$ cat config.mk
export PLATFORM = sky130hd
export DESIGN_NAME = trspd_muldiv
export DESIGN_NICKNAME = d
export VERILOG_FILES = /design/src/hw/rtl/trspd_pkg.sv /design/src/hw/rtl/trspd_muldiv.sv
export SDC_FILE = /design/constraint.sdc
export NUM_CORES = 2
export LEC_CHECK = 0
export BUFFER_PORTS_ARGS = -buffer_cell sky130_fd_sc_hd__buf_4
export CORE_MARGIN = 5
export CORE_UTILIZATION = 30
export DETAILED_ROUTE_END_ITERATION = 8
export MAX_ROUTING_LAYER = met4
export PLACE_DENSITY = 0.48
export SYNTH_ARGS = -nofsm -noshare
export SYNTH_HDL_FRONTEND = slang
export SYNTH_SLANG_ARGS = --single-unit
$ cat constraint.sdc
create_clock -name clock -period 14.8 [get_ports clock]
set_clock_uncertainty 0.1 [all_clocks]
set_input_delay 0 -clock clock [delete_from_list [all_inputs] [get_ports clock]]
set_output_delay 0 -clock clock [all_outputs]
set_load 0.1 [all_outputs]
$ cat src/hw/rtl/trspd_pkg.sv
`timescale 1ns / 1ps

package trspd_pkg;

   localparam int FRAC_BITS_DEF = 16;
   localparam int WORD_W        = 64;

   // register map
   localparam logic REG_MAX_ITER = 1'b0;
   localparam logic REG_THRESH   = 1'b1;
   localparam logic [7:0]  MAX_ITER_RST = 8'd100;
   localparam logic [15:0] THRESH_RST   = 16'd7;

   // scratch store layout
   localparam int A_M     = 0;
   localparam int A_T     = 9;
   localparam int A_ZERO  = 12;
   localparam int A_R     = 13;
   localparam int A_COF   = 22;
   localparam int A_DET   = 31;
   localparam int A_P1    = 32;
   localparam int A_P2    = 33;
   localparam int A_NR    = 34;
   localparam int A_S     = 43;
   localparam int A_U     = 44;
   localparam int RAM_DEPTH = 45;
   localparam int ADDR_W    = $clog2(RAM_DEPTH);
   localparam int LOAD_LAST = A_ZERO;

   typedef enum logic [3:0] {
      OP_MUL,
      OP_DIV,
      OP_ADD,
      OP_SUB,
      OP_AVG,
      OP_DIFF,
      OP_MOV,
      OP_OUT,
      OP_TEST,
      OP_DONE
   } op_type;

   typedef struct packed {
      op_type            kind;
      logic [ADDR_W-1:0] a;
      logic [ADDR_W-1:0] b;
      logic [ADDR_W-1:0] d;
   } uop_type;

   typedef struct packed {
      logic start;
      logic op_div;
   } md_req_type;

   typedef struct packed {
      logic              done;
      logic [WORD_W-1:0] value;
   } md_rsp_type;

   localparam int PROG_LEN = 136;
   localparam int PC_W     = $clog2(PROG_LEN);
   localparam int ITER_PC  = 9;

   typedef uop_type [PROG_LEN-1:0] prog_type;

   function automatic uop_type mk(op_type k, int a, int b, int d);
      uop_type u;
      u.kind = k;
      u.a    = ADDR_W'(a);
      u.b    = ADDR_W'(b);
      u.d    = ADDR_W'(d);
      return u;
   endfunction

   function automatic prog_type build_prog();
      prog_type p;
      int n, i, j, i1, i2, j1, j2;
      p = '0;
      n = 0;
      for (i = 0; i < 9; i++) begin
         p[n] = mk(OP_MOV, A_M + i, A_M, A_R + i); n = n + 1;
      end
      // cofactors
      for (i = 0; i < 3; i++) begin
         for (j = 0; j < 3; j++) begin
            i1 = (i + 1) % 3; i2 = (i + 2) % 3;
            j1 = (j + 1) % 3; j2 = (j + 2) % 3;
            p[n] = mk(OP_MUL, A_R + 3*i1 + j1, A_R + 3*i2 + j2, A_P1); n = n + 1;
            p[n] = mk(OP_MUL, A_R + 3*i1 + j2, A_R + 3*i2 + j1, A_P2); n = n + 1;
            p[n] = mk(OP_SUB, A_P1, A_P2, A_COF + 3*i + j); n = n + 1;
         end
      end
      // determinant along row 0
      p[n] = mk(OP_MUL, A_R,     A_COF,     A_DET); n = n + 1;
      p[n] = mk(OP_MUL, A_R + 1, A_COF + 1, A_P1);  n = n + 1;
      p[n] = mk(OP_ADD, A_DET,   A_P1,      A_DET); n = n + 1;
      p[n] = mk(OP_MUL, A_R + 2, A_COF + 2, A_P1);  n = n + 1;
      p[n] = mk(OP_ADD, A_DET,   A_P1,      A_DET); n = n + 1;
      // averaging step and largest change
      for (i = 0; i < 9; i++) begin
         p[n] = mk(OP_DIV,  A_COF + i, A_DET,    A_P1);     n = n + 1;
         p[n] = mk(OP_AVG,  A_R + i,   A_P1,     A_NR + i); n = n + 1;
         p[n] = mk(OP_DIFF, A_R + i,   A_NR + i, A_P1);     n = n + 1;
      end
      for (i = 0; i < 9; i++) begin
         p[n] = mk(OP_MOV, A_NR + i, A_M, A_R + i); n = n + 1;
      end
      p[n] = mk(OP_TEST, A_M, A_M, A_M); n = n + 1;
      // scales, translation terms and the inverse
      for (i = 0; i < 3; i++) begin
         p[n] = mk(OP_MUL, A_R + i,     A_M + i,     A_S);  n = n + 1;
         p[n] = mk(OP_MUL, A_R + 3 + i, A_M + 3 + i, A_P1); n = n + 1;
         p[n] = mk(OP_ADD, A_S,         A_P1,        A_S);  n = n + 1;
         p[n] = mk(OP_MUL, A_R + 6 + i, A_M + 6 + i, A_P1); n = n + 1;
         p[n] = mk(OP_ADD, A_S,         A_P1,        A_S);  n = n + 1;
         p[n] = mk(OP_MUL, A_R + i,     A_T,         A_U);  n = n + 1;
         p[n] = mk(OP_MUL, A_R + 3 + i, A_T + 1,     A_P1); n = n + 1;
         p[n] = mk(OP_ADD, A_U,         A_P1,        A_U);  n = n + 1;
         p[n] = mk(OP_MUL, A_R + 6 + i, A_T + 2,     A_P1); n = n + 1;
         p[n] = mk(OP_ADD, A_U,         A_P1,        A_U);  n = n + 1;
         for (j = 0; j < 3; j++) begin
            p[n] = mk(OP_DIV, A_R + 3*j + i, A_S, A_P1); n = n + 1;
            p[n] = mk(OP_OUT, A_P1, A_M, 3*i + j);       n = n + 1;
         end
         p[n] = mk(OP_DIV, A_U,    A_S,  A_P1); n = n + 1;
         p[n] = mk(OP_SUB, A_ZERO, A_P1, A_P1); n = n + 1;
         p[n] = mk(OP_OUT, A_P1,   A_M,  9 + i); n = n + 1;
      end
      p[n] = mk(OP_DONE, A_M, A_M, A_M);
      return p;
   endfunction

   localparam prog_type PROG = build_prog();

endpackage

$ cat src/hw/rtl/trspd_muldiv.sv
`timescale 1ns / 1ps

module trspd_muldiv #(
   parameter int FRAC_BITS = trspd_pkg::FRAC_BITS_DEF
) (
   input  logic                    clock,
   input  logic                    reset,
   input  trspd_pkg::md_req_type   req,
   input  logic [63:0]             op_a,
   input  logic [63:0]             op_b,
   output trspd_pkg::md_rsp_type   rsp
);

   localparam int DVD_W = 64 + FRAC_BITS;
   localparam int CNT_W = $clog2(DVD_W);
   localparam logic [63:0] POS_MAX = {1'b0, {63{1'b1}}};
   localparam logic [63:0] NEG_MIN = {1'b1, {63{1'b0}}};

   typedef enum logic [3:0] {
      M_IDLE = 4'b0001,
      M_MUL  = 4'b0010,
      M_DIV  = 4'b0100,
      M_FIN  = 4'b1000
   } md_state_type;

   md_state_type      state_ff, state_in;
   logic [CNT_W-1:0]  cnt_ff, cnt_in;
   logic [63:0]       ua_ff, ua_in, ub_ff, ub_in;
   logic              neg_ff, neg_in, div_ff, div_in;
   logic [127:0]      acc_ff, acc_in;
   logic [63:0]       pp_ff, pp_in;
   logic [1:0]        sh_ff, sh_in;
   logic [DVD_W-1:0]  dvd_ff, dvd_in;
   logic [63:0]       rem_ff, rem_in;
   logic              done_ff, done_in;
   logic [63:0]       res_ff, res_in;

   logic [63:0]  mag_a, mag_b;
   logic [64:0]  rem_sh;
   logic [127:0] quo;
   logic [63:0]  lim;
   logic         over;
   logic [127:0] pp_wide;

   assign mag_a   = op_a[63] ? (~op_a + 64'd1) : op_a;
   assign mag_b   = op_b[63] ? (~op_b + 64'd1) : op_b;
   assign rem_sh  = {rem_ff, dvd_ff[DVD_W-1]};
   assign quo     = div_ff ? acc_ff : (acc_ff >> FRAC_BITS);
   assign lim     = neg_ff ? NEG_MIN : POS_MAX;
   assign over    = (|quo[127:64]) || (quo[63:0] > lim);
   assign pp_wide = 128'(pp_ff);

   always_comb begin
      state_in = state_ff;
      cnt_in   = cnt_ff;
      ua_in    = ua_ff;
      ub_in    = ub_ff;
      neg_in   = neg_ff;
      div_in   = div_ff;
      acc_in   = acc_ff;
      pp_in    = pp_ff;
      sh_in    = sh_ff;
      dvd_in   = dvd_ff;
      rem_in   = rem_ff;
      done_in  = 1'b0;
      res_in   = res_ff;
      unique case (state_ff)
         M_IDLE: begin
            if (req.start) begin
               ua_in  = mag_a;
               ub_in  = mag_b;
               neg_in = op_a[63] ^ op_b[63];
               div_in = req.op_div;
               acc_in = '0;
               cnt_in = '0;
               if (mag_a == '0 || (!req.op_div && mag_b == '0)) begin
                  res_in  = '0;
                  done_in = 1'b1;
               end else if (mag_b == '0) begin
                  res_in  = (op_a[63] ^ op_b[63]) ? NEG_MIN : POS_MAX;
                  done_in = 1'b1;
               end else if (req.op_div) begin
                  dvd_in   = DVD_W'(mag_a) << FRAC_BITS;
                  rem_in   = '0;
                  cnt_in   = CNT_W'(DVD_W - 1);
                  state_in = M_DIV;
               end else begin
                  state_in = M_MUL;
               end
            end
         end
         M_MUL: begin
            // four 32x32 partial products, each accumulated in the cycle after it is formed
            if (cnt_ff < CNT_W'(4)) begin
               pp_in = (cnt_ff[1] ? ua_ff[63:32] : ua_ff[31:0]) *
                       (cnt_ff[0] ? ub_ff[63:32] : ub_ff[31:0]);
               sh_in = cnt_ff[1:0];
            end
            if (cnt_ff != '0) begin
               unique case (sh_ff)
                  2'd0:       acc_in = acc_ff + pp_wide;
                  2'd1, 2'd2: acc_in = acc_ff + (pp_wide << 32);
                  2'd3:       acc_in = acc_ff + (pp_wide << 64);
                  default:    acc_in = acc_ff;
               endcase
            end
            cnt_in = cnt_ff + CNT_W'(1);
            if (cnt_ff == CNT_W'(4)) begin
               state_in = M_FIN;
            end
         end
         M_DIV: begin
            // restoring division, one quotient bit a cycle
            if (rem_sh >= {1'b0, ub_ff}) begin
               rem_in = 64'(rem_sh - {1'b0, ub_ff});
               acc_in = {acc_ff[126:0], 1'b1};
            end else begin
               rem_in = rem_sh[63:0];
               acc_in = {acc_ff[126:0], 1'b0};
            end
            dvd_in = dvd_ff << 1;
            cnt_in = cnt_ff - CNT_W'(1);
            if (cnt_ff == '0) begin
               state_in = M_FIN;
            end
         end
         M_FIN: begin
            if (over) begin
               res_in = lim;
            end else begin
               res_in = neg_ff ? (~quo[63:0] + 64'd1) : quo[63:0];
            end
            done_in  = 1'b1;
            state_in = M_IDLE;
         end
         default: state_in = M_IDLE;
      endcase
   end

   always_ff @(posedge clock) begin
      if (reset) begin
         state_ff <= M_IDLE;
         done_ff  <= 1'b0;
      end else begin
         state_ff <= state_in;
         done_ff  <= done_in;
      end
      cnt_ff <= cnt_in;
      ua_ff  <= ua_in;
      ub_ff  <= ub_in;
      neg_ff <= neg_in;
      div_ff <= div_in;
      acc_ff <= acc_in;
      pp_ff  <= pp_in;
      sh_ff  <= sh_in;
      dvd_ff <= dvd_in;
      rem_ff <= rem_in;
      res_ff <= res_in;
   end

   assign rsp.done  = done_ff;
   assign rsp.value = res_ff;

endmodule

==> flow_summary_export.csv <==
group,metric,value,unit
run_status,status,"finished clean",
floorplan,core-area,268000,um^2
synth,yosys_most_used_dff,"edfxtp_1",
synth,ys_ff_latch,528,
critical_path,r2r_end,"pp_ff[56]$_DFFE_PP_",
global_routing,antenna_found_initial,7,
critical_path,end_kind,"register",
synth,netlist_instances,9457,
sta,fin_setup_tns,0,ns
layout,fin_nets,11200,
layout,area_growth,12.2,%
global_routing,grt_pass1_vias,73600,
clock_network,clkTransAtPathRegs,0.06,ns
drt,drt_wl_total,339000,um
drt,wl_met1,142000,um
synth,yosys.area.top_type_share,22.4,%
sta,fin_crit,10.67,ns
synth,yosysTopAreaCell,"fa_1",
synth,synth_edf_count,523,
floorplan,num_rows,190,
drt,ant_nets,0,
synth,yosysWarnings,0,
synth,netlist_area,80700,um^2
synth,async_reset_ff_share,0,%
flow_run,maxCapViolations,0,
synth,netlist_top_cells_area,"fa_1 22%, edfxtp_1 19%, ha_1 9.2%",
critical_path,worstPathMaxFanout,35,
drt,drt_iter0_drc,6493,
layout,mostFrequentLayoutCells,"1212 x inv_1, 1018 x nor2_1, 1008 x nand2_1, 901 x fa_1, 614 x a21oi_1",
sta,final_max_slew_viol_count,0,
drt,wl_met3,22200,um
critical_path,crit_arrival,11.01,ns
critical_path,path_class,"reg2reg",
critical_path,critPathCapture,"pp_ff[56]$_DFFE_PP_",
clock_network,tritoncts,"built",
drt,dr_wl_met2,155000,um
floorplan,die-area,279000,um^2
sta,tightest_slew,1.30,ns
sta,slew_headroom,13.4,%
drt,drtPass1Iterations,8,
critical_path,cp-start-kind,"register",
drt,route.detailed.drc,0,
critical_path,cp_common_cell,"fa_1",
floorplan,start_util,30.1,%
sta,hold_viol_final,0,
critical_path,rrSetupSlack,4.13,ns
global_routing,overflow,0,
layout,final_common_cell,"inv_1",
global_routing,grt_usage,24.5,%
synth,synth.yosys.seq_area_share,19.6,%
critical_path,required,15.14,ns
synth,syn_nets,11100,
critical_path,startpoint,"cnt_ff[1]$_DFFE_PP_",
sta,period_share,72.1,%
clock_network,cts-root-buf,"clkbuf_16",
floorplan,ioPinCount,197,
placed_design,post-dp-hpwl,269000,um
critical_path,r2r-start,"cnt_ff[1]$_DFFE_PP_",
critical_path,r2r.worst_path.cells,28,
drt,vias,72400,
floorplan,die_height,529,um
sta,rsz0062_at_grt,"no",
critical_path,crit_slowest_cell,"mux2i_2",
sta,finalSetupViolations,0,
drt,top_layer,"met4",
clock_network,cts.sinks,528,
placed_design,place_congestion,0.988,
clock_network,h-tree-depth,3,
floorplan,die_w,529,um
global_routing,grt_start_max_net_pins,127,
min_path,holdCritPathClass,"in2reg",
clock_network,numCtsBuffers,71,
drt,wl_per_cell,25.7,um
critical_path,slowest_delay,0.99,ns
global_routing,grt_pass1_wl,499000,um
placed_design,port_buffers,196,
sta,fmax,0.0937,GHz
synth,avgSynthCellArea,8.53,um^2
drt,post_drt_via_cell_ratio,5.48,
layout,drive_above_1_share,6.77,%
clock_network,ctsLongestPathBuffers,3,
clock_network,worstSkewPairLatency,0.73,ns
synth,synth.distinct_cells,94,
==> worst max-delay path, delay by kind of cell (launching register included) <==
family / cells / cell delay (ns)
AO/OA/AOI/OAI: 10 / 2.74
adder cells (fa/ha/maj): 9 / 4.61
buffers and inverters: 6 / 1.29
flip-flops: 1 / 0.32
XOR/XNOR: 1 / 0.09
AND/OR/NAND/NOR: 1 / 0.16
multiplexers: 1 / 0.99
==> Yosys cell counts, drive strengths merged (61+ instances only) <==
library cell,number
a21boi,64
a21o,219
a21oi,614
a31oi,77
and3,65
clkbuf,476
edfxtp,523
fa,901
ha,592
inv,1214
mux2,66
mux2i,102
nand2,1010
nand3,148
nand4,156
nor2,1019
nor3,130
nor4,78
o21a,97
o21ai,427
o21bai,70
o31ai,70
or3,61
xnor2,308
xor2,167
==> worst min path at each step <==
stage | from | to | slack [ns] | depth (start not counted)
3_3_place_gp | op_b[0] | ub_ff[0]$_DFFE_PP_ | 0.13 | 1
4_1_cts | op_b[63] | ub_ff[1]$_DFFE_PP_ | 0.03 | 3
6_report | op_b[63] | ub_ff[35]$_DFFE_PP_ | 0.11 | 4
5_1_grt | op_b[63] | ub_ff[1]$_DFFE_PP_ | 0.12 | 3
2_1_floorplan | reset | state_ff[1]$_SDFFE_PP0P_ | -0.03 | 1
3_5_place_dp | op_b[0] | ub_ff[0]$_DFFE_PP_ | 0.13 | 1
==> metrics by stage <==
stage / cell area, um^2 / utilization, % / setup slack [ns] / hold WS (ns) / std cells
2_1_floorplan: 80700 / - / 1.67 / -0.0309 / 9457
3_3_place_gp: 86200 / 32.2 / 4.22 / 0.128 / 12800
3_5_place_dp: 86200 / 32.2 / 4.21 / 0.131 / 12800
4_1_cts: 90500 / 33.8 / 4.17 / 0.0322 / 13200
5_1_grt: 90500 / 33.8 / 3.71 / 0.121 / 13200
6_report: 90600 / 33.8 / 4.13 / 0.115 / 13200
==> registers in the layout (all words and copies together) (netlist names), 7 cells and up <==
register  flops
pp_ff        64
acc_ff      128
rem_ff       64
ub_ff        64
cnt_ff        7
res_ff       64
ua_ff        64
dvd_ff       64
==> repair_timing <==
action,in CTS,in global routing
hold buffers,209,0
hold endpoints to repair,211,0
buffers inserted,0,0
resized for setup,0,0
==> cells by family (layout without fill, tap and decap cells) <==
group	Yosys count	after routing	share of synthesized area (%)
AO/OA/AOI/OAI	2116	2116	17.0
buffers and inverters	1729	1904	8.14
XOR/XNOR	475	475	5.16
other	0	11	0
multiplexers	168	168	2.19
AND/OR/NAND/NOR	2948	2948	16.4
adder cells (fa/ha/maj)	1493	1493	31.5
flip-flops	528	528	19.6
==> layer usage <==
| layer | GRT usage, % | vias to the layer above |
|---|---|---|
| li1 | - | 32500 |
| met1 | 30.8 | 36300 |
| met2 | 38.9 | 2904 |
| met3 | 3.59 | 658 |
| met4 | 11.3 | 0 |
| met5 | - | - |
==> area by class of cell <==
cell class              count  area (um^2)
fillers                 28000       177000
multi-input cells        7200        58700
flip-flops and latches    528        15800
repair buffers            560         4740
inverters                1215         4570
well taps                3552         4440
clock buffers              82         1840
clock inverters            47          429
diodes                     11         27.5
Power is left out: the tool's default activity adds up to more than one toggle a clock period on the data nets, which glitch-free logic cannot reach.
